--- config.mk ---
export PLATFORM = sky130hd
export DESIGN_NAME = net_track_allocator
export DESIGN_NICKNAME = d
export VERILOG_FILES = /design/src/rtl/nta_pkg.sv /design/src/rtl/nta_ram.sv /design/src/rtl/nta_ctrl.sv /design/src/rtl/nta_dp.sv /design/src/rtl/net_track_allocator.sv
export SDC_FILE = /design/constraint.sdc
export NUM_CORES = 1
export LEC_CHECK = 0
export ABC_AREA = 1
export BUFFER_PORTS_ARGS = -buffer_cell sky130_fd_sc_hd__buf_2
export CAP_MARGIN = 20
export CORE_UTILIZATION = 45
export DETAILED_ROUTE_END_ITERATION = 8
export GPL_TIMING_DRIVEN = 0
export HOLD_SLACK_MARGIN = 0.06
export PLACE_DENSITY_LB_ADDON = 0.25
export SETUP_SLACK_MARGIN = 0.1
export SYNTH_ARGS = -nofsm -noshare
export SYNTH_HDL_FRONTEND = slang
export SYNTH_HIERARCHICAL = 1
export SYNTH_SLANG_ARGS = --single-unit
--- constraint.sdc ---
create_clock -name i_clk -period 7.19 [get_ports i_clk]
set_input_delay 1.438 -clock i_clk [delete_from_list [all_inputs] [get_ports i_clk]]
set_output_delay 1.438 -clock i_clk [all_outputs]
set_load 0.005 [all_outputs]
--- src/rtl/nta_pkg.sv ---
// types, codes and control structs shared by the net track allocator modules
`default_nettype none

package nta_pkg;

    // request kinds
    localparam logic [1:0] REQ_ROUTE   = 2'd0;
    localparam logic [1:0] REQ_ANALYZE = 2'd1;
    localparam logic [1:0] REQ_CLEAR   = 2'd2;

    // result status codes
    localparam logic [1:0] ST_OK       = 2'd0;
    localparam logic [1:0] ST_NO_TRACK = 2'd1;
    localparam logic [1:0] ST_NO_NET   = 2'd2;
    localparam logic [1:0] ST_NO_SLOT  = 2'd3;

    localparam int NET_W   = 8;
    localparam int COUNT_W = 8;
    localparam logic [COUNT_W-1:0] COUNT_MAX = '1;

    typedef struct packed {
        logic [1:0]       req_type;
        logic [NET_W-1:0] net_id;
        logic             connect;
    } t_req;

    typedef struct packed {
        logic [1:0]         status;
        logic [4:0]         track_index;
        logic               bank_half;
        logic [3:0]         x_line;
        logic [COUNT_W-1:0] ref_count;
        logic               track_freed;
        logic [2:0]         slot_index;
    } t_res;

    // one entry of the track memory
    typedef struct packed {
        logic [NET_W-1:0]   net;
        logic [COUNT_W-1:0] cnt;
    } t_trk;

    typedef enum logic [1:0] {
        ST_IDLE,
        ST_TSCAN,
        ST_SSCAN,
        ST_DONE
    } t_state;

    // controller to datapath
    typedef struct packed {
        logic       load;
        logic       scan_init;
        logic       scan_step;
        logic       slot_mode;
        logic       trk_upd;
        logic       trk_rec;
        logic       slot_upd;
        logic       st_we;
        logic [1:0] st_code;
        logic       clear;
        logic       emit;
    } t_cmd;

    // datapath to controller
    typedef struct packed {
        logic hit;
        logic done;
    } t_sts;

endpackage

`default_nettype wire

--- src/rtl/nta_ram.sv ---
// generic single write port ram with registered read
`default_nettype none

module nta_ram #(
    parameter int WIDTH = 8,
    parameter int DEPTH = 32,
    localparam int AW = (DEPTH > 1) ? $clog2(DEPTH) : 1
) (
    input  wire logic                 i_clk,
    input  wire logic                 i_we,
    input  wire logic [AW-1:0]        i_waddr,
    input  wire logic [WIDTH-1:0]     i_wdata,
    input  wire logic                 i_re,
    input  wire logic [AW-1:0]        i_raddr,
    output logic      [WIDTH-1:0]     o_rdata
);

    logic [WIDTH-1:0] r_mem [DEPTH];
    logic [WIDTH-1:0] r_rdata;

    always_ff @(posedge i_clk) begin
        if (i_we) begin
            r_mem[i_waddr] <= i_wdata;
        end
        if (i_re) begin
            r_rdata <= r_mem[i_raddr];
        end
    end

    assign o_rdata = r_rdata;

endmodule

`default_nettype wire

--- src/rtl/nta_ctrl.sv ---
// request sequencer: track scan, slot scan, update and result strobe
`default_nettype none

module nta_ctrl (
    input  wire logic         i_clk,
    input  wire logic         i_rst_n,
    input  wire logic         i_start,
    input  wire logic [1:0]   i_req_type,
    input  wire nta_pkg::t_sts i_sts,
    output nta_pkg::t_cmd     o_cmd,
    output logic              o_busy
);

    nta_pkg::t_state r_state, n_state;
    logic [1:0]      r_kind, n_kind;
    nta_pkg::t_cmd   cmd;

    always_ff @(posedge i_clk) begin
        if (!i_rst_n) begin
            r_state <= nta_pkg::ST_IDLE;
            r_kind  <= nta_pkg::REQ_ROUTE;
        end else begin
            r_state <= n_state;
            r_kind  <= n_kind;
        end
    end

    always_comb begin
        cmd     = '0;
        n_state = r_state;
        n_kind  = r_kind;
        case (r_state)
            nta_pkg::ST_IDLE: begin
                if (i_start) begin
                    cmd.load = 1'b1;
                    n_kind   = i_req_type;
                    if (i_req_type == nta_pkg::REQ_ROUTE ||
                        i_req_type == nta_pkg::REQ_ANALYZE) begin
                        cmd.scan_init = 1'b1;
                        n_state       = nta_pkg::ST_TSCAN;
                    end else begin
                        n_state = nta_pkg::ST_DONE;
                    end
                end
            end
            nta_pkg::ST_TSCAN: begin
                if (i_sts.hit) begin
                    if (r_kind == nta_pkg::REQ_ROUTE) begin
                        cmd.trk_upd = 1'b1;
                        n_state     = nta_pkg::ST_DONE;
                    end else begin
                        // keep the track fields, then look for a slot
                        cmd.trk_rec   = 1'b1;
                        cmd.scan_init = 1'b1;
                        n_state       = nta_pkg::ST_SSCAN;
                    end
                end else if (i_sts.done) begin
                    cmd.st_we   = 1'b1;
                    cmd.st_code = (r_kind == nta_pkg::REQ_ROUTE) ?
                                  nta_pkg::ST_NO_TRACK : nta_pkg::ST_NO_NET;
                    n_state     = nta_pkg::ST_DONE;
                end else begin
                    cmd.scan_step = 1'b1;
                end
            end
            nta_pkg::ST_SSCAN: begin
                cmd.slot_mode = 1'b1;
                if (i_sts.hit) begin
                    cmd.slot_upd = 1'b1;
                    n_state      = nta_pkg::ST_DONE;
                end else if (i_sts.done) begin
                    cmd.st_we   = 1'b1;
                    cmd.st_code = nta_pkg::ST_NO_SLOT;
                    n_state     = nta_pkg::ST_DONE;
                end else begin
                    cmd.scan_step = 1'b1;
                end
            end
            nta_pkg::ST_DONE: begin
                cmd.emit  = 1'b1;
                cmd.clear = (r_kind == nta_pkg::REQ_CLEAR);
                n_state   = nta_pkg::ST_IDLE;
            end
            default: begin
                n_state = nta_pkg::ST_IDLE;
            end
        endcase
    end

    assign o_cmd  = cmd;
    assign o_busy = (r_state != nta_pkg::ST_IDLE);

endmodule

`default_nettype wire

--- src/rtl/nta_dp.sv ---
// datapath: used bits, track and slot memories, scan pipeline, result registers
`default_nettype none

module nta_dp #(
    parameter int MAIN_TRACKS    = 32,
    parameter int HALF_TRACKS    = 16,
    parameter int ANALYZER_SLOTS = 8
) (
    input  wire logic          i_clk,
    input  wire logic          i_rst_n,
    input  wire nta_pkg::t_req i_req,
    input  wire nta_pkg::t_cmd i_cmd,
    output nta_pkg::t_sts      o_sts,
    output logic               o_valid,
    output nta_pkg::t_res      o_res
);

    localparam int TW = $clog2(MAIN_TRACKS);
    localparam int SW = (ANALYZER_SLOTS > 1) ? $clog2(ANALYZER_SLOTS) : 1;
    localparam int XW = (HALF_TRACKS > 1) ? $clog2(HALF_TRACKS) : 1;
    localparam int IW = (TW > SW) ? TW : SW;
    localparam int CW = IW + 1;
    localparam int TRK_W = $bits(nta_pkg::t_trk);
    localparam logic [CW-1:0] TRK_LIMIT  = CW'(MAIN_TRACKS);
    localparam logic [CW-1:0] SLOT_LIMIT = CW'(ANALYZER_SLOTS);
    localparam logic [XW-1:0] X_LAST     = XW'(HALF_TRACKS - 1);

    nta_pkg::t_req r_req;
    logic          r_tused [MAIN_TRACKS];
    logic          r_sused [ANALYZER_SLOTS];

    // scan pipeline: read address stage, then compare stage
    logic [CW-1:0] r_rd;
    logic [XW-1:0] r_rx;
    logic          r_rb;
    logic          r_cvld;
    logic [IW-1:0] r_ci;
    logic [XW-1:0] r_cx;
    logic          r_cb;

    nta_pkg::t_res r_res;
    nta_pkg::t_res r_out;
    logic          r_valid;

    logic [CW-1:0]          limit;
    logic                   rd_ok;
    logic                   trk_re, slot_re;
    logic [TRK_W-1:0]       trk_rdata;
    nta_pkg::t_trk          trk_q;
    logic [nta_pkg::NET_W-1:0] slot_q;
    logic [TW-1:0]          t_addr;
    logic [SW-1:0]          s_addr;
    logic                   tused_c, sused_c;
    logic                   trk_match, slot_match;
    logic [nta_pkg::COUNT_W-1:0] cnt_eff, cnt_new;
    logic                   keep_used;
    nta_pkg::t_trk          trk_wdata;
    logic                   trk_we, slot_we;

    assign limit   = i_cmd.slot_mode ? SLOT_LIMIT : TRK_LIMIT;
    assign rd_ok   = (r_rd < limit);
    assign trk_re  = i_cmd.scan_step & rd_ok & ~i_cmd.slot_mode;
    assign slot_re = i_cmd.scan_step & rd_ok & i_cmd.slot_mode;
    assign t_addr  = r_ci[TW-1:0];
    assign s_addr  = r_ci[SW-1:0];
    assign trk_q   = nta_pkg::t_trk'(trk_rdata);
    assign tused_c = r_tused[t_addr];
    assign sused_c = r_sused[s_addr];

    always_comb begin
        if (r_req.req_type == nta_pkg::REQ_ROUTE) begin
            trk_match = ~tused_c | (trk_q.net == r_req.net_id);
        end else begin
            trk_match = tused_c & (trk_q.net == r_req.net_id);
        end
        if (r_req.connect) begin
            slot_match = ~sused_c;
        end else begin
            slot_match = sused_c & (slot_q == r_req.net_id);
        end
    end

    assign o_sts.hit  = r_cvld & (i_cmd.slot_mode ? slot_match : trk_match);
    assign o_sts.done = ~r_cvld & ~rd_ok;

    // a free track counts as zero whatever the memory holds
    always_comb begin
        cnt_eff   = tused_c ? trk_q.cnt : '0;
        keep_used = 1'b1;
        if (r_req.connect) begin
            cnt_new = (cnt_eff == nta_pkg::COUNT_MAX) ? cnt_eff : cnt_eff + 1'b1;
        end else if (cnt_eff <= nta_pkg::COUNT_W'(1)) begin
            cnt_new   = '0;
            keep_used = 1'b0;
        end else begin
            cnt_new = cnt_eff - 1'b1;
        end
        trk_wdata.net = r_req.net_id;
        trk_wdata.cnt = cnt_new;
    end

    assign trk_we  = i_cmd.trk_upd & keep_used;
    assign slot_we = i_cmd.slot_upd & r_req.connect;

    nta_ram #(
        .WIDTH (TRK_W),
        .DEPTH (MAIN_TRACKS)
    ) u_trk_ram (
        .i_clk   (i_clk),
        .i_we    (trk_we),
        .i_waddr (t_addr),
        .i_wdata (trk_wdata),
        .i_re    (trk_re),
        .i_raddr (r_rd[TW-1:0]),
        .o_rdata (trk_rdata)
    );

    nta_ram #(
        .WIDTH (nta_pkg::NET_W),
        .DEPTH (ANALYZER_SLOTS)
    ) u_slot_ram (
        .i_clk   (i_clk),
        .i_we    (slot_we),
        .i_waddr (s_addr),
        .i_wdata (r_req.net_id),
        .i_re    (slot_re),
        .i_raddr (r_rd[SW-1:0]),
        .o_rdata (slot_q)
    );

    always_ff @(posedge i_clk) begin
        if (i_cmd.load) begin
            r_req <= i_req;
        end
    end

    // used bits
    always_ff @(posedge i_clk) begin
        if (!i_rst_n || i_cmd.clear) begin
            for (int i = 0; i < MAIN_TRACKS; i++) begin
                r_tused[i] <= 1'b0;
            end
            for (int i = 0; i < ANALYZER_SLOTS; i++) begin
                r_sused[i] <= 1'b0;
            end
        end else begin
            if (i_cmd.trk_upd) begin
                r_tused[t_addr] <= keep_used;
            end
            if (i_cmd.slot_upd) begin
                r_sused[s_addr] <= r_req.connect;
            end
        end
    end

    // scan counters, x line and bank follow the index so no modulo is needed
    always_ff @(posedge i_clk) begin
        if (!i_rst_n) begin
            r_rd   <= '0;
            r_rx   <= '0;
            r_rb   <= 1'b0;
            r_cvld <= 1'b0;
        end else if (i_cmd.scan_init) begin
            r_rd   <= '0;
            r_rx   <= '0;
            r_rb   <= 1'b0;
            r_cvld <= 1'b0;
        end else if (i_cmd.scan_step) begin
            r_cvld <= rd_ok;
            if (rd_ok) begin
                r_rd <= r_rd + 1'b1;
                if (r_rx == X_LAST) begin
                    r_rx <= '0;
                    r_rb <= 1'b1;
                end else begin
                    r_rx <= r_rx + 1'b1;
                end
            end
        end
    end

    always_ff @(posedge i_clk) begin
        if (i_cmd.scan_step && rd_ok) begin
            r_ci <= r_rd[IW-1:0];
            r_cx <= r_rx;
            r_cb <= r_rb;
        end
    end

    always_ff @(posedge i_clk) begin
        if (i_cmd.load) begin
            r_res <= '0;
        end else begin
            if (i_cmd.trk_upd || i_cmd.trk_rec) begin
                r_res.track_index <= 5'(t_addr);
                r_res.bank_half   <= r_cb;
                r_res.x_line      <= 4'(r_cx);
            end
            if (i_cmd.trk_upd) begin
                r_res.ref_count   <= cnt_new;
                r_res.track_freed <= ~keep_used;
            end
            if (i_cmd.trk_rec) begin
                r_res.ref_count <= trk_q.cnt;
            end
            if (i_cmd.slot_upd) begin
                r_res.slot_index <= 3'(s_addr);
            end
            if (i_cmd.st_we) begin
                r_res.status <= i_cmd.st_code;
            end
        end
    end

    always_ff @(posedge i_clk) begin
        if (i_cmd.emit) begin
            r_out <= r_res;
        end
    end

    always_ff @(posedge i_clk) begin
        if (!i_rst_n) begin
            r_valid <= 1'b0;
        end else begin
            r_valid <= i_cmd.emit;
        end
    end

    assign o_valid = r_valid;
    assign o_res   = r_out;

endmodule

`default_nettype wire

--- src/rtl/net_track_allocator.sv ---
// top level of the net track allocator: controller, datapath and checks
//
// A request is taken when start is high and busy is low; busy stays high
// until the request is finished, and its single result beat appears on
// o_res with o_valid high for exactly one cycle, which the receiver must
// take as it comes. The track table is searched one entry per cycle through
// the read port of the track memory, and the analyzer slots the same way
// through the slot memory. A route request stops at the first free or
// matching track, an analyzer request goes on to scan the slots once its
// net is found, and a clear goes straight to its result beat. No memory
// clearing pass is needed after reset.
`default_nettype none

module net_track_allocator #(
    parameter int MAIN_TRACKS    = 32,
    parameter int HALF_TRACKS    = 16,
    parameter int ANALYZER_SLOTS = 8
) (
    input  wire logic          i_clk,
    input  wire logic          i_rst_n,
    input  wire logic          start,
    input  wire nta_pkg::t_req i_req,
    output logic               busy,
    output logic               o_valid,
    output nta_pkg::t_res      o_res
);

    nta_pkg::t_cmd cmd;
    nta_pkg::t_sts sts;

    nta_ctrl u_ctrl (
        .i_clk      (i_clk),
        .i_rst_n    (i_rst_n),
        .i_start    (start),
        .i_req_type (i_req.req_type),
        .i_sts      (sts),
        .o_cmd      (cmd),
        .o_busy     (busy)
    );

    nta_dp #(
        .MAIN_TRACKS    (MAIN_TRACKS),
        .HALF_TRACKS    (HALF_TRACKS),
        .ANALYZER_SLOTS (ANALYZER_SLOTS)
    ) u_dp (
        .i_clk   (i_clk),
        .i_rst_n (i_rst_n),
        .i_req   (i_req),
        .i_cmd   (cmd),
        .o_sts   (sts),
        .o_valid (o_valid),
        .o_res   (o_res)
    );

    // a result beat never overlaps a request in flight
    a_valid_idle: assert property (@(posedge i_clk) disable iff (!i_rst_n)
        o_valid |-> !busy)
        else $error("result beat while busy");

    a_valid_single: assert property (@(posedge i_clk) disable iff (!i_rst_n)
        o_valid |=> !o_valid)
        else $error("result beat longer than one cycle");

    // a route update always leads to its beat, through the done state and the valid register
    a_route_beat: assert property (@(posedge i_clk) disable iff (!i_rst_n)
        cmd.trk_upd |=> ##1 o_valid)
        else $error("route update without result beat");

    a_one_update: assert property (@(posedge i_clk) disable iff (!i_rst_n)
        $onehot0({cmd.trk_upd, cmd.trk_rec, cmd.slot_upd, cmd.clear, cmd.load}))
        else $error("conflicting datapath updates");

endmodule

`default_nettype wire
Yosys cells after proc, flatten, opt, wreduce, memory -nomap -nowiden
Memories as Yosys holds them, arrays and structs flattened. A register that Yosys moved wholly into a read port is not among the register bits.
Cells that the tools add are included.
{ "word_totals": {"wordCells": 144, "mem_bits_rw": 616, "ff_bits": 86, "memories": 4, "out_inout_bits": 26, "in_bits": 14} }
{ "mem_list": {"columns": ["memory", "depth", "word_bits", "rd", "rd_ports_with_merged_regs", "wr", "line", "text"], "rows": [
  ["u_dp.u_trk_ram.r_mem", 32, 16, 1, 1, 1, "nta_ram.sv:18", "logic [WIDTH-1:0] r_mem [DEPTH];"],
  ["u_dp.u_slot_ram.r_mem", 8, 8, 1, 1, 1, "nta_ram.sv:18", null],
  ["u_dp.r_tused", 32, 1, 1, 1, 32, "nta_dp.sv:29", "logic r_tused [MAIN_TRACKS];"],
  ["u_dp.r_sused", 8, 1, 1, 1, 8, "nta_dp.sv:30", "logic r_sused [ANALYZER_SLOTS];"]
]} }
{ "op_classes": {"bitwise": 17, "n_mux": 62, "n_eq_ne": 10, "n_reduce_logical": 18, "magnitude_cmp": 2, "add_sub_neg": 4} }
{ "op_table": {"columns": ["op", "n"], "rows": [
  ["two-way mux 8 bit", 5],
  ["two-way mux 1 bit", 33],
  ["two-way mux 2 bit", 10],
  ["two-way mux 3 bit", 6],
  ["== test 8 bit", 2],
  ["two-way mux 5 bit", 2],
  ["AND 1 bit", 9],
  ["two-way mux 9 bit", 1],
  ["adder 8 x 1 -> 8 bit (second input constant)", 1],
  ["== test 8 bit (second input constant)", 1],
  ["<= comparator 8 x 1 -> 1 bit (second input constant)", 1],
  ["zero test 2 bit", 4],
  ["one-hot mux 2 bit (4 select lines)", 1],
  ["subtractor 8 x 1 -> 8 bit (second input constant)", 1],
  ["NOT 1 bit", 7],
  ["adder 6 x 1 -> 6 bit (second input constant)", 1],
  ["== test 2 bit (second input constant)", 3],
  ["less-than comparator 6 bit", 1],
  ["two-way mux 6 bit", 1],
  ["one-hot mux 3 bit (2 select lines)", 1],
  ["adder 4 x 1 -> 4 bit (second input constant)", 1],
  ["== test 2 x 1 -> 1 bit (second input constant)", 2],
  ["== test 4 bit (second input constant)", 1],
  ["two-way mux 4 bit", 1],
  ["11 further kinds", 17]
]} }

Logic depth before layout (Yosys ltp)
Gate-level depths: netlist (run 1).
{ "depth": {"depth_word": 12, "ltp_mapped": 23, "ltp_nobuf": 21} }

Modules after synthesis
The synthesis (run 1) kept the hierarchy.
{ "modules_own_cells": {"columns": ["mod", "area_each_um2", "cells_each", "n_inst", "seq_area_each_um2"], "rows": [
  ["nta_ram at u_dp.u_trk_ram", 21461.8, 1794, 1, 15855.2],
  ["nta_dp", 6309.8, 707, 1, 3393.3],
  ["nta_ram at u_dp.u_slot_ram", 3130.5, 303, 1, 2162.1],
  ["nta_ctrl", 367.9, 60, 1, 80.1]
]} }

Worst setup path after synthesis (run 1)
Ideal clock, no wire load.
{ "synth_timing": {"path_type": "reg2reg", "startpoint": "reg with a tool-made name", "endpoint": "mem u_dp/u_trk_ram/r_mem[0][0] in the netlist's numbering, data pin", "setup_ns": 0.465, "synth_period_minus_slack_ns": 3.965, "path_buffers": 1, "path_stages_with_launch": 18, "setup_slack_ns": 3.225, "required_time_ns": 6.725, "arrival_ns": 3.500, "path_cell_list": "dfxtp_1 > buf_4 > nand2_1 > nand3_1 > nand3_1 > nand2_1 > nand2_2 > nand3_2 > nand2_2 > nor2_1 > inv_1 > ha_1 > or2_2 > nand3_1 > nor2_2 > nand2_2 > nand2_1 > a21boi_0"} }
{ "synth_lines": {"columns": ["element", "line"], "rows": [
  ["end, declared", "nta_ram.sv:18"]
]} }

==> metrics.log, run 1 <==
[metrics] clock period minus final worst setup slack: about 5300 ps
[metrics] Min-Delay Path Class: reg2reg
[metrics] dominant combinational cell family by area after synthesis: simple AND/OR/NAND/NOR gates
[metrics] slowest CP cell: sky130_fd_sc_hd__nor2_2
[metrics] most prevalent standard cell on the critical path: sky130_fd_sc_hd__inv_1
[metrics] number of synthesized flops with an enable pin: a little under 700
[metrics] Worst Tran Pin Value: just over 1000 ps
[metrics] arrival time of the worst setup path: approximately 5600 ps
[metrics] clock insertion delay at the later pin of the skew report: 640 ps
[metrics] power spent charging and discharging nets: around 5.8 mW
[metrics] Clk pwr share: around a quarter
[metrics] worst-case clock buffer depth: 3
[metrics] antenna violation net count after detailed routing: 0
[metrics] Pre-antenna DRT Iters: 6
[metrics] # nets final: approximately 3100
[metrics] vias per cell: around 5.4
[metrics] max-cap violation count: 0
[metrics] final setup vio count: 0
[metrics] Max Fclk: about 0.19 GHz
[metrics] Post-Synth Adder-Cell Area: 0.440%
[metrics] number of I/O pins: 40
[metrics] Max Slew Vio Count: 0
[metrics] leading cell type in the layout, fill and taps excluded: sky130_fd_sc_hd__nand2_1
[metrics] Die Y-Extent: around 270 µm
[metrics] total routed wirelength: just under 90 mm
[metrics] required time reported for the critical path endpoint: ~7400 ps
[metrics] switching part of the total power: between 30% and 40%
[metrics] area enclosed by the die boundary: between 0.07 and 0.08 mm²
[metrics] core outline area: 0.0687 mm²
[metrics] Routed met3 length: between 6 and 7 mm
[metrics] Distinct cells, synth: 52
[metrics] detailed-route via count: 21794
[metrics] post-CTS resize count: 0
[metrics] H-Tree Level Count: 3
[metrics] crit path kind: reg2reg
[metrics] Synth Flop Type: sky130_fd_sc_hd__edfxtp_1
[metrics] chain of cells forming the critical path: buf_12, buf_16, xor2_1, nor4_1, nand4_1, o311ai_0, o211ai_1, inv_1, inv_1, nor3_1, nand2_1, inv_1, nand3_1, nor2_2
[metrics] TritonCTS clock tree: done
[metrics] number of filler cells placed in the layout: 6034
[metrics] largest vdd supply drop: about 0.00027 V
[metrics] Avg Inst Size Synth: between 10 and 15 µm²
[metrics] dpl cell area: between 0.03 and 0.04 mm²
[metrics] die width: between 200 and 300 µm
[metrics] final non-filler cell area: 0.0361 mm²
[metrics] number of buffers inserted for hold repair after clock tree synthesis: 0
[metrics] CTS root buffer: sky130_fd_sc_hd__clkbuf_16
[metrics] share of synthesized area occupied by flip-flops and latches: between 60% and 70%
[metrics] Wirelength per Cell: roughly 22 µm
[metrics] power per cell area: 422 mW/mm²
[metrics] maximum single-stage delay on the critical path: between 900 and 1000 ps
[metrics] detailed placer's ending HPWL: about 60 mm
[metrics] maximum number of pins on one net before global-route repair: 34
[metrics] Post-CTS Setup Repair Bufs: 0
[metrics] synthesized net count: between 2000 and 3000
[metrics] compound-gate portion of the synthesized area: under 10%
[metrics] Critical Path Source Type: flip-flop
[metrics] Routability Congestion: between 0.9 and 1
[metrics] kind of capture point of the worst setup path: flip-flop
[metrics] combinational fraction of design power: between 30% and 40%
[metrics] number of global-route vias before repair: 20716
[metrics] overall global routing resource usage: 24.6%
[metrics] top fanout value on the critical path: 19
[metrics] portion of the clock cycle consumed by the worst path in the final layout: ~74%
[metrics] setup repair after global routing missed its margin: no
[metrics] simple-gate share of the synthesized area: a little under a quarter
[metrics] number of remaining DRC errors: 0
[metrics] sum of overflow across all layers after global routing: 0
[metrics] run status: finished clean
[metrics] share of the synthesized netlist area taken by xor and xnor gates: 0.392%
[metrics] internal power: around 9.5 mW
[metrics] count of input and output buffers: 39
[metrics] initial antenna violation count: 2
[metrics] CTS clk-pin slew, worst paths: ~60 ps
[metrics] initial core utilization: 45.5%
[metrics] max-slew headroom at the worst pin: around 31%
[metrics] wire length of the first global-routing pass: 128 mm
[metrics] most frequent cells in the layout: sky130_fd_sc_hd__nand2_1 (989), sky130_fd_sc_hd__edfxtp_1 (685), sky130_fd_sc_hd__nand3_1 (510), sky130_fd_sc_hd__inv_1 (181), sky130_fd_sc_hd__clkbuf_16 (81)
[metrics] met2 routed WL: ~41 mm
[metrics] final clock skew: between 20 and 25 ps
[metrics] Met1 Routed Length: between 30 and 40 mm
[metrics] async set or reset register ratio after synthesis: 0%
[metrics] mapped cell area: approximately 0.031 mm²
[metrics] clock sink count: between 700 and 800
[metrics] share of power burned in registers: roughly two fifths
[metrics] hold violation count in the final report: 0
[metrics] Area growth syn-to-layout: 15.4%
[metrics] Yosys reg bits: between 700 and 800
[metrics] setup_tns: 0 ps
[metrics] proportion of layout cells with a drive suffix above 1: about 12%
[metrics] Syn. warnings: 6
[metrics] leakage: 13.9 nW
[metrics] 1st-iter DRT viols: roughly 2400
[metrics] number of rows in the core area: 96
[metrics] mux share of post-synthesis cell area: 0%
[metrics] synthesized netlist cell count: ~2900
[metrics] number of buffers created by CTS: 77
[metrics] top routing layer in use: met4
==> routing by layer <==
metal / vias to the layer above / global-route usage [%]
li1: 10122 / -
met1: 10660 / 33.3
met2: 860 / 40.1
met3: 152 / 3.96
met4: 0 / 9.26
met5: - / 0
==> path summary, 6_finish.rpt <==
| kind | startpoint | end | slack (ps) | cells past startpoint |
|---|---|---|---|---|
| worst min register to register | u_dp/r_res[7]$_SDFFE_PP0P_ | u_dp/o_res[7]$_DFFE_PP_ | 430 | 0 |
| worst max register to register | u_dp/r_req[3]$_DFFE_PP_ | u_dp/u_trk_ram/r_mem[1][13]$_DFFE_PP_ | 1850 | 14 |
| worst max-delay path | u_dp/r_req[3]$_DFFE_PP_ | u_dp/u_trk_ram/r_mem[1][13]$_DFFE_PP_ | 1850 | 14 |
| worst min-delay path | u_dp/r_res[7]$_SDFFE_PP0P_ | u_dp/o_res[7]$_DFFE_PP_ | 430 | 0 |
==> metrics by stage <==
stage	worst slack, ps	std cells	total power [mW]	utilization [%]	hold slack (ps)
floorplan	3220	2864	9.08	-	408
global placement	242	3834	11.0	47.5	421
detailed placement	1830	3882	11.3	48.9	418
CTS	1780	4020	15.2	52.5	429
global route	1470	4020	15.9	52.5	440
finish	1850	4021	15.2	52.5	432
==> cells in the mapped netlist (5+ instances only) <==
cell type / number / area [µm²]
sky130_fd_sc_hd__inv_2: 5 / 18.8
sky130_fd_sc_hd__xor2_1: 12 / 105
sky130_fd_sc_hd__a21oi_2: 5 / 43.8
sky130_fd_sc_hd__nor2_1: 93 / 349
sky130_fd_sc_hd__inv_1: 181 / 679
sky130_fd_sc_hd__edfxtp_1: 685 / 20600
sky130_fd_sc_hd__buf_2: 37 / 185
sky130_fd_sc_hd__or2_2: 5 / 31.3
sky130_fd_sc_hd__a211oi_1: 7 / 52.6
sky130_fd_sc_hd__a22oi_1: 8 / 60.1
sky130_fd_sc_hd__buf_4: 35 / 263
sky130_fd_sc_hd__o21ai_0: 50 / 250
sky130_fd_sc_hd__ha_1: 11 / 138
sky130_fd_sc_hd__nand2_2: 11 / 68.8
sky130_fd_sc_hd__nor2_2: 7 / 43.8
sky130_fd_sc_hd__dfxtp_1: 46 / 921
sky130_fd_sc_hd__nand3_1: 510 / 2550
sky130_fd_sc_hd__a21oi_1: 30 / 150
sky130_fd_sc_hd__clkbuf_1: 33 / 124
sky130_fd_sc_hd__nand3_2: 6 / 60.1
sky130_fd_sc_hd__nor3_1: 15 / 75.1
sky130_fd_sc_hd__buf_6: 33 / 372
sky130_fd_sc_hd__nand2_1: 989 / 3710
==> power groups by stage <==
stage | clock [mW] | combinational [mW] | sequential [mW]
finish | 3.93 | 5.39 | 5.89
global route | 4.15 | 5.85 | 5.91
CTS | 4.00 | 5.35 | 5.89
detailed placement | 0 | 5.32 | 5.98
global placement | 0 | 4.89 | 6.13
floorplan | 0 | 3.21 | 5.88
==> worst max-delay path, delay by kind of cell, from the launching register on <==
kind	cells	cell delay, ps
AOI/OAI and AO/OA	2	260
xor gates and xnor gates	1	80
buffers and inverters	5	900
DFF	1	730
and+or+nand+nor	6	2900
==> flip-flops by register name (all words and copies together), names as in the netlist, named ones only <==
register / flops
u_dp/r_rx: 4
u_dp/r_ci: 5
u_dp/r_req: 11
u_dp/r_cvld: 1
u_dp/u_slot_ram/r_mem: 64
u_dp/r_tused: 32
u_dp/r_rb: 1
u_dp/u_trk_ram/r_mem: 512
u_dp/r_rd: 6
u_ctrl/r_state: 2
u_dp/u_trk_ram/o_rdata: 16
u_dp/o_valid: 1
u_dp/o_res: 24
u_dp/r_sused: 8
u_dp/r_res: 24
u_dp/u_slot_ram/o_rdata: 8
u_dp/r_cb: 1
u_ctrl/r_kind: 2
u_dp/r_cx: 4
==> layout make-up <==
| class | instances | area (µm²) | area share, % |
|---|---|---|---|
| diodes | 1 | 2.50 | 0.00694 |
| plain buffers | 145 | 1020 | 2.84 |
| clock buffers | 103 | 2160 | 5.99 |
| clock inverters | 35 | 337 | 0.933 |
| inverters | 188 | 713 | 1.98 |
| multi-input cells | 1800 | 8130 | 22.5 |
| flip-flops and latches | 731 | 21500 | 59.6 |
| well taps | 931 | 1160 | 3.23 |
| repair buffers | 87 | 1060 | 2.94 |
==> cells by family after synthesis <==
logic type / count (synthesis)
AOI/OAI and AO/OA: 116
buffers and inverters: 333
and+or+nand+nor: 1659
DFF: 731
xor gates and xnor gates: 14
adders and majority gates: 11
(Power assumes the default switching activity.)
==> run 2: changes to the inputs <==
--- a/config.mk
+++ b/config.mk
@@ -5,7 +5,7 @@
 export SDC_FILE = /design/constraint.sdc
 export NUM_CORES = 1
 export LEC_CHECK = 0
-export ABC_AREA = 1
+export ABC_AREA = 0
 export BUFFER_PORTS_ARGS = -buffer_cell sky130_fd_sc_hd__buf_2
 export CAP_MARGIN = 20
 export CORE_UTILIZATION = 45
==> constraint.sdc (replaced) <==
create_clock -name i_clk -period 4.6 [get_ports i_clk]
set_input_delay 0.92 -clock i_clk [delete_from_list [all_inputs] [get_ports i_clk]]
set_output_delay 0.92 -clock i_clk [all_outputs]
set_load 0.005 [all_outputs]
==> metrics.log, run 2 <==
[metrics] total power: 20.0 mW (+32%)
[metrics] wire length of the first global-routing pass: 102 mm (-20%)
[metrics] overall global routing resource usage: 20.7% (-4.0 points)
[metrics] mapped cell area: 0.0297 mm² (-4.9%)
[metrics] internal reg-to-reg setup slack: 220 ps (-1630 ps)
[metrics] share of synthesized area occupied by flip-flops and latches: 72.3% (+3.5 points)
[metrics] area fraction of the dominant cell type after synthesis: 69.2% (+3.4 points)
[metrics] sum of overflow across all layers after global routing: 0 (unchanged)
[metrics] most area-hungry cell type in the Yosys netlist: sky130_fd_sc_hd__edfxtp_1
[metrics] # nets final: 2098 (-31%)
[metrics] area enclosed by the die boundary: 0.0671 mm² (-4.9%)
[metrics] power per cell area: 574 mW/mm² (+36%)
[metrics] count of input and output buffers: 39 (unchanged)
[metrics] maximum single-stage delay on the critical path: 510 ps (-480 ps)
[metrics] most frequent cells in the layout: sky130_fd_sc_hd__edfxtp_1 (685), sky130_fd_sc_hd__mux2i_1 (279), sky130_fd_sc_hd__nand2_1 (116), sky130_fd_sc_hd__clkbuf_16 (80), sky130_fd_sc_hd__nor2_1 (80)
[metrics] Die Y-Extent: 259 µm (-2.5%)
[metrics] Max Fclk: 0.228 GHz (+22%)
[metrics] number of remaining DRC errors: 0 (unchanged)
[metrics] crit path kind: reg2reg
[metrics] final clock skew: 28.8 ps (+7.41 ps)
[metrics] Max Slew Vio Count: 0 (unchanged)
[metrics] Biggest register: u_dp/u_trk_ram/r_mem
[metrics] Avg Inst Size Synth: 15.9 µm² (+45%)
[metrics] portion of the clock cycle consumed by the worst path in the final layout: 95.2% (+21 points)
[metrics] run status: finished clean
[metrics] number of rows in the core area: 93 (-3.1%)
[metrics] CTS root buffer: sky130_fd_sc_hd__clkbuf_16
[metrics] clock sink count: 731 (unchanged)
[metrics] Pre-antenna DRT Iters: 8 (+2)
[metrics] number of buffers created by CTS: 77 (unchanged)
[metrics] diodes inserted: 0 (-1)
[metrics] required time reported for the critical path endpoint: 4930 ps (-2490 ps)
[metrics] detailed-route via count: 17000 (-22%)
[metrics] initial core utilization: 45.8% (+0.29 points)
[metrics] proportion of layout cells with a drive suffix above 1: 17.1% (+4.6 points)
[metrics] number of buffers inserted for hold repair after clock tree synthesis: 0 (unchanged)
[metrics] worst reg-to-reg path cell count: 18 (+4)
[metrics] async set or reset register ratio after synthesis: 0% (unchanged)
[metrics] antenna violation net count after detailed routing: 0 (unchanged)
[metrics] setup repair after global routing missed its margin: yes
[metrics] Worst Tran Pin Value: 952 ps (-78.0 ps)
[metrics] gate family responsible for the most delay along the worst path: simple AND/OR/NAND/NOR gates
[metrics] cell with the most instances after synthesis: sky130_fd_sc_hd__edfxtp_1
[metrics] number of synthesized flops with an enable pin: 685 (unchanged)
[metrics] Syn. warnings: 6 (unchanged)
[metrics] number of global-route vias before repair: 16378 (-21%)
[metrics] end of the worst register-to-register path: u_dp/u_trk_ram/r_mem[16][6]$_DFFE_PP_
[metrics] Yosys reg bits: 731 (unchanged)
[metrics] 1st-iter DRT viols: 1491 (-37%)
[metrics] number of filler cells placed in the layout: 5213 (-14%)
[metrics] clock insertion delay at the later pin of the skew report: 620 ps (-20 ps)
[metrics] leading cell types by total area after synthesis: sky130_fd_sc_hd__edfxtp_1 (69%), sky130_fd_sc_hd__mux2i_1 (9.4%), sky130_fd_sc_hd__dfxtp_1 (3.1%)
[metrics] die width: 259 µm (-2.5%)
[metrics] chain of cells forming the critical path: buf_6, buf_4, mux2i_1, a22oi_1, nand3_1, nand2_2, nor2_2, clkbuf_4, buf_6, nor3_4, o311a_4, nand2_1, nor3_4, buf_8, and2_4, or3b_4, nor2_4, clkbuf_16
[metrics] Worst Setup EP: u_dp/u_trk_ram/r_mem[16][6]$_DFFE_PP_
[metrics] CTS clk-pin slew, worst paths: 60 ps (about the same)
[metrics] clock period minus final worst setup slack: 4380 ps (-959 ps)
[metrics] Critical Path Source Type: flip-flop
[metrics] final non-filler cell area: 0.0349 mm² (-3.3%)
[metrics] final setup vio count: 0 (unchanged)
[metrics] leading registers by flop count: u_dp/u_trk_ram/r_mem (512), u_dp/u_slot_ram/r_mem (64), u_dp/r_tused (32)
[metrics] core outline area: 0.0649 mm² (-5.5%)
[metrics] hold violation count in the final report: 0 (unchanged)
[metrics] Area growth syn-to-layout: 17.3%
[metrics] TritonCTS clock tree: done
[metrics] max-cap violation count: 0 (unchanged)
[metrics] flip-flop count of the largest register after layout: 512 (unchanged)
[metrics] total routed wirelength: 70.1 mm (-19%)
[metrics] Wirelength per Cell: 23.5 µm (+9.1%)
[metrics] Distinct cells, synth: 67 (+29%)
[metrics] dpl cell area: 0.0317 mm² (-5.6%)
[metrics] Synth Flop Type: sky130_fd_sc_hd__edfxtp_1
[metrics] leading cell type in the layout, fill and taps excluded: sky130_fd_sc_hd__edfxtp_1
[metrics] kind of capture point of the worst setup path: flip-flop
[metrics] synthesized netlist cell count: 1875 (-35%)
[metrics] largest vdd supply drop: 0.000526 V (+97%)
[metrics] worst-case clock buffer depth: 3 (unchanged)
[metrics] cell count along the critical path: 18 (+4)
[metrics] leakage: 11.3 nW (-19%)
[metrics] Min-Delay Path Class: reg2reg
[metrics] arrival time of the worst setup path: 4710 ps (-860 ps)
[metrics] vias per cell: 5.70 (+5.2%)
[metrics] number of I/O pins: 40 (unchanged)
[metrics] Routability Congestion: 0.909 (-4.4%)
[metrics] synthesized net count: 1900 (-34%)
[metrics] setup_tns: 0 ps (unchanged)
[metrics] initial antenna violation count: 0 (-2)
[metrics] max-slew headroom at the worst pin: 36.5% (+5.3 points)
[metrics] H-Tree Level Count: 3 (unchanged)
[metrics] Buf/Inv on CP: 6 (+1)
[metrics] slowest CP cell: sky130_fd_sc_hd__or3b_4
[metrics] most frequent cells after synthesis: sky130_fd_sc_hd__edfxtp_1 (685), sky130_fd_sc_hd__mux2i_1 (279), sky130_fd_sc_hd__nand2_1 (116), sky130_fd_sc_hd__nor2_1 (116), sky130_fd_sc_hd__a22oi_1 (68)
[metrics] top fanout value on the critical path: 11 (-8)
[metrics] maximum number of pins on one net before global-route repair: 34 (unchanged)
[metrics] detailed placer's ending HPWL: 46.4 mm (-23%)
-- run 2: worst min path at each step --
stage	start	end	cells after the start
after floorplan	u_dp/r_res[11]$_SDFFE_PP0P_	u_dp/o_res[11]$_DFFE_PP_	0
after global placement	u_dp/r_res[11]$_SDFFE_PP0P_	u_dp/o_res[11]$_DFFE_PP_	0
after detailed placement	u_dp/r_res[11]$_SDFFE_PP0P_	u_dp/o_res[11]$_DFFE_PP_	0
after CTS	u_dp/r_res[11]$_SDFFE_PP0P_	u_dp/o_res[11]$_DFFE_PP_	0
after global routing	u_dp/r_res[11]$_SDFFE_PP0P_	u_dp/o_res[11]$_DFFE_PP_	0
final	u_dp/r_res[11]$_SDFFE_PP0P_	u_dp/o_res[11]$_DFFE_PP_	0
-- run 2: worst register-to-register path, cell delays in order, from the launching register on --
cell                        delay, ps
sky130_fd_sc_hd__dfxtp_1          310
sky130_fd_sc_hd__buf_6            140
sky130_fd_sc_hd__buf_4            140
sky130_fd_sc_hd__mux2i_1          110
sky130_fd_sc_hd__a22oi_1          270
sky130_fd_sc_hd__nand3_1          130
sky130_fd_sc_hd__nand2_2          150
sky130_fd_sc_hd__nor2_2            90
sky130_fd_sc_hd__clkbuf_4         210
sky130_fd_sc_hd__buf_6            190
sky130_fd_sc_hd__nor3_4           270
sky130_fd_sc_hd__o311a_4          240
sky130_fd_sc_hd__nand2_1          140
sky130_fd_sc_hd__nor3_4           280
sky130_fd_sc_hd__buf_8            160
sky130_fd_sc_hd__and2_4           180
sky130_fd_sc_hd__or3b_4           510
sky130_fd_sc_hd__nor2_4           340
sky130_fd_sc_hd__clkbuf_16        230
-- run 2: logic make-up after synthesis --
family                     after synthesis  synth area share, %
xor gates and xnor gates                24                0.707
buffers and inverters                  122                 2.68
DFF                                    731                 72.3
adders and majority gates               11                0.463
AOI/OAI and AO/OA                      271                 6.11
muxes                                  306                 11.3
and+or+nand+nor                        410                 6.49
-- run 2: timing repair --
action                     CTS  global route
gates cloned                 0             2
gates resized for setup     51            22
setup endpoints to repair  632           583
pin swaps                    5            11
setup buffers               10            32
-- run 2: through the flow --
stage,util [%],hold WS [ps],setup slack [ps],cells
final,53.7,425,223,2982
after global routing,53.7,440,43.4,2982
after CTS,53.1,430,102,2947
after detailed placement,48.8,417,-1680,2805
after global placement,47.7,415,-2500,2769
after floorplan,-,403,143,1875
-- run 2: cell type report --
class | instances | area (µm²) | area share, %
inverters | 12 | 45.0 | 0.129
multi-input cells | 1023 | 7810 | 22.4
well taps | 855 | 1070 | 3.07
flip-flops and latches | 731 | 21500 | 61.6
plain buffers | 109 | 771 | 2.21
clock buffers | 98 | 2050 | 5.87
clock inverters | 35 | 405 | 1.16
repair buffers | 119 | 1260 | 3.60
-- run 2: layer usage --
metal | routed length [µm] | GRT usage (%) | vias to the layer above
met5 | 0 | 0 | -
met4 | 2040 | 6.30 | 0
met3 | 4890 | 4.17 | 130
met2 | 33700 | 34.0 | 596
met1 | 29500 | 27.7 | 8579
li1 | - | - | 7695
-- run 2: power by group --
group | switching, mW | internal (mW)
clock network | 2.46 | 3.60
registers | 0.371 | 8.61
logic | 3.27 | 1.70
==> run 3: changes to the inputs <==
==> constraint.sdc (replaced) <==
create_clock -name i_clk -period 3.9 [get_ports i_clk]
set_input_delay 0.78 -clock i_clk [delete_from_list [all_inputs] [get_ports i_clk]]
set_output_delay 0.78 -clock i_clk [all_outputs]
set_load 0.005 [all_outputs]
==> metrics.log, run 3 (same netlist as run 2, synthesis figures left out) <==
[metrics] most prevalent standard cell on the critical path: sky130_fd_sc_hd__and2_1
[metrics] area enclosed by the die boundary: 0.0671 mm² (unchanged)
[metrics] TritonCTS clock tree: done
[metrics] final clock skew: 29.2 ps (+0.403 ps)
[metrics] flip-flop count of the largest register after layout: 512 (unchanged)
[metrics] Max Fclk: 0.267 GHz (+17%)
[metrics] number of filler cells placed in the layout: 5052 (-3.1%)
[metrics] # nets final: 2129 (+1.5%)
[metrics] number of I/O pins: 40 (unchanged)
[metrics] number of remaining DRC errors: 0 (unchanged)
[metrics] Min-Delay Path Class: in2reg
[metrics] total routed wirelength: 72.6 mm (+3.6%)
[metrics] proportion of layout cells with a drive suffix above 1: 19.4% (+2.3 points)
[metrics] final worst hold slack: 335 ps (-89.3 ps)
[metrics] Max Slew Vio Count: 0 (unchanged)
[metrics] most frequent cells in the layout: sky130_fd_sc_hd__edfxtp_1 (685), sky130_fd_sc_hd__mux2i_1 (277), sky130_fd_sc_hd__nand2_1 (115), sky130_fd_sc_hd__clkbuf_16 (84), sky130_fd_sc_hd__nor2_1 (76)
[metrics] largest vdd supply drop: 0.000544 V (+3.6%)
[metrics] non-filler instance count after layout: 3015 (+1.1%)
[metrics] Die Y-Extent: 259 µm (unchanged)
[metrics] CTS root buffer: sky130_fd_sc_hd__clkbuf_16
[metrics] run status: finished clean
[metrics] detailed placer's ending HPWL: 46.0 mm (-0.75%)
[metrics] max-slew headroom at the worst pin: 44.3% (+7.8 points)
[metrics] kind of capture point of the worst setup path: flip-flop
[metrics] Place WS: -1760 ps (-78.1 ps)
[metrics] setup slack of the critical path after layout: 161 ps (-61.5 ps)
[metrics] leading registers by flop count: u_dp/u_trk_ram/r_mem (512), u_dp/u_slot_ram/r_mem (64), u_dp/r_tused (32)
[metrics] diodes inserted: 0 (unchanged)
[metrics] vias per cell: 5.71 (+0.21%)
[metrics] top fanout value on the critical path: 13 (+2)
[metrics] number of rows in the core area: 93 (unchanged)
[metrics] Wirelength per Cell: 24.1 µm (+2.5%)
[metrics] worst-case clock buffer depth: 3 (unchanged)
[metrics] count of input and output buffers: 39 (unchanged)
[metrics] number of buffers inserted for hold repair after clock tree synthesis: 0 (unchanged)
[metrics] detailed-route via count: 17225 (+1.3%)
[metrics] gate family responsible for the most delay along the worst path: simple AND/OR/NAND/NOR gates
[metrics] core outline area: 0.0649 mm² (unchanged)
[metrics] Pre-antenna DRT Iters: 5 (-3)
[metrics] power per cell area: 674 mW/mm² (+17%)
[metrics] placed cell count: 2789 (-0.57%)
[metrics] Biggest register: u_dp/u_trk_ram/r_mem
[metrics] number of buffers created by CTS: 77 (unchanged)
[metrics] leading cell type in the layout, fill and taps excluded: sky130_fd_sc_hd__edfxtp_1
[metrics] clock insertion delay at the later pin of the skew report: 620 ps (about the same)
[metrics] antenna violation net count after detailed routing: 0 (unchanged)
[metrics] leakage: 11.6 nW (+2.7%)
[metrics] Routability Congestion: 0.892 (-1.8%)
[metrics] setup repair after global routing missed its margin: yes
[metrics] storage element area: 0.0215 mm² (about the same)
[metrics] 1st-iter DRT viols: 1601 (+7.4%)
[metrics] overall global routing resource usage: 21.8% (+1.1 points)
[metrics] arrival time of the worst setup path: 3990 ps (-720 ps)
[metrics] Area growth syn-to-layout: 20.1%
[metrics] maximum single-stage delay on the critical path: 540 ps (+30 ps)
[metrics] wire length of the first global-routing pass: 108 mm (+5.2%)
[metrics] Buf/Inv on CP: 2 (-4)
[metrics] initial core utilization: 45.8% (unchanged)
[metrics] hold violation count in the final report: 0 (unchanged)
[metrics] clock sink count: 731 (unchanged)
[metrics] required time reported for the critical path endpoint: 4150 ps (-780 ps)
[metrics] number of global-route vias before repair: 17068 (+4.2%)
[metrics] max-cap violation count: 0 (unchanged)
[metrics] crit path kind: reg2reg
[metrics] sum of overflow across all layers after global routing: 0 (unchanged)
[metrics] die width: 259 µm (unchanged)
[metrics] final setup vio count: 0 (unchanged)
[metrics] Critical Path Source Type: flip-flop
[metrics] portion of the clock cycle consumed by the worst path in the final layout: 95.9% (+0.71 points)
[metrics] Worst Tran Pin Value: 836 ps (-117 ps)
[metrics] total power: 24.0 mW (+20%)
[metrics] H-Tree Level Count: 3 (unchanged)
[metrics] maximum number of pins on one net before global-route repair: 34 (unchanged)
[metrics] chain of cells forming the critical path: clkbuf_16, xnor2_1, nand4_1, or4_1, nand3_2, o311a_4, and2_1, clkbuf_1, and2_1, nand2_1, nor2_2
[metrics] clock period minus final worst setup slack: 3740 ps (-639 ps)
[metrics] total area of multi-input combinational cells: 0.00794 mm² (+1.7%)
[metrics] CTS clk-pin slew, worst paths: 60 ps (about the same)
[metrics] slowest CP cell: sky130_fd_sc_hd__or4_1
[metrics] initial antenna violation count: 0 (unchanged)
-- run 3: cell type report --
| type | instances | share of cell area [%] |
|---|---|---|
| Sequential cell | 731 | 60.2 |
| Multi-Input combinational cell | 1023 | 22.2 |
| Clock buffer | 95 | 5.67 |
| Timing Repair Buffer | 150 | 5.38 |
| Tap cell | 855 | 3.00 |
| Buffer | 109 | 2.25 |
| Clock inverter | 40 | 1.14 |
| Inverter | 12 | 0.126 |
-- run 3: layer usage --
metal / routed length, µm / up-vias / share of wire [%] / track usage, %
li1: - / 7761 / - / -
met1: 30100 / 8683 / 41 / 29.2
met2: 35100 / 645 / 48 / 35.5
met3: 5230 / 136 / 7.2 / 4.28
met4: 2250 / 0 / 3.1 / 7.56
met5: 0 / - / 0 / 0
-- run 3: timing repair --
| action | 4_1_cts | 5_1_grt |
|---|---|---|
| gates resized for setup | 61 | 24 |
| setup endpoints to repair | 954 | 239 |
| pin swaps | 45 | 7 |
| gates cloned | 3 | 1 |
| setup buffers | 78 | 9 |
-- run 3: worst paths after layout --
kind | from | end | slack [ps] | cells after the start
setup / recovery | u_dp/r_req[7]$_DFFE_PP_ | u_dp/u_slot_ram/r_mem[7][4]$_DFFE_PP_ | 160 | 11
hold / removal | i_req[0] | u_dp/r_req[0]$_DFFE_PP_ | 340 | 1
setup reg to reg | u_dp/r_req[7]$_DFFE_PP_ | u_dp/u_slot_ram/r_mem[7][4]$_DFFE_PP_ | 160 | 11
hold reg to reg | u_dp/r_res[12]$_SDFFE_PP0P_ | u_dp/o_res[12]$_DFFE_PP_ | 430 | 0
-- run 3: per-stage QoR --
| stage | utilization [%] | setup TNS (ps) | cell area (µm²) |
|---|---|---|---|
| 2_1_floorplan | - | 0 | 29900 |
| 5_1_grt | 55.0 | -683 | 35700 |
| 6_report | 55.0 | 0 | 35700 |
| 3_5_place_dp | 48.8 | -940170 | 31700 |
| 3_3_place_gp | 48.0 | -1357730 | 31200 |
| 4_1_cts | 54.7 | 0 | 35500 |
-- run 3: power by group --
| group | switching (mW) | internal [mW] | total [mW] |
|---|---|---|---|
| logic | 4.14 | 2.32 | 6.47 |
| registers | 0.370 | 10.2 | 10.5 |
| clock network | 2.95 | 4.10 | 7.05 |
| total | 7.46 | 16.6 | 24.0 |
-- run 3: worst reg2reg max path: cells and delay by family (launching register included) --
kind	cells	cell delay, ps
AOI/OAI and AO/OA	1	240
DFF	1	440
and+or+nand+nor	7	1940
xor gates and xnor gates	1	170
buffers and inverters	2	580
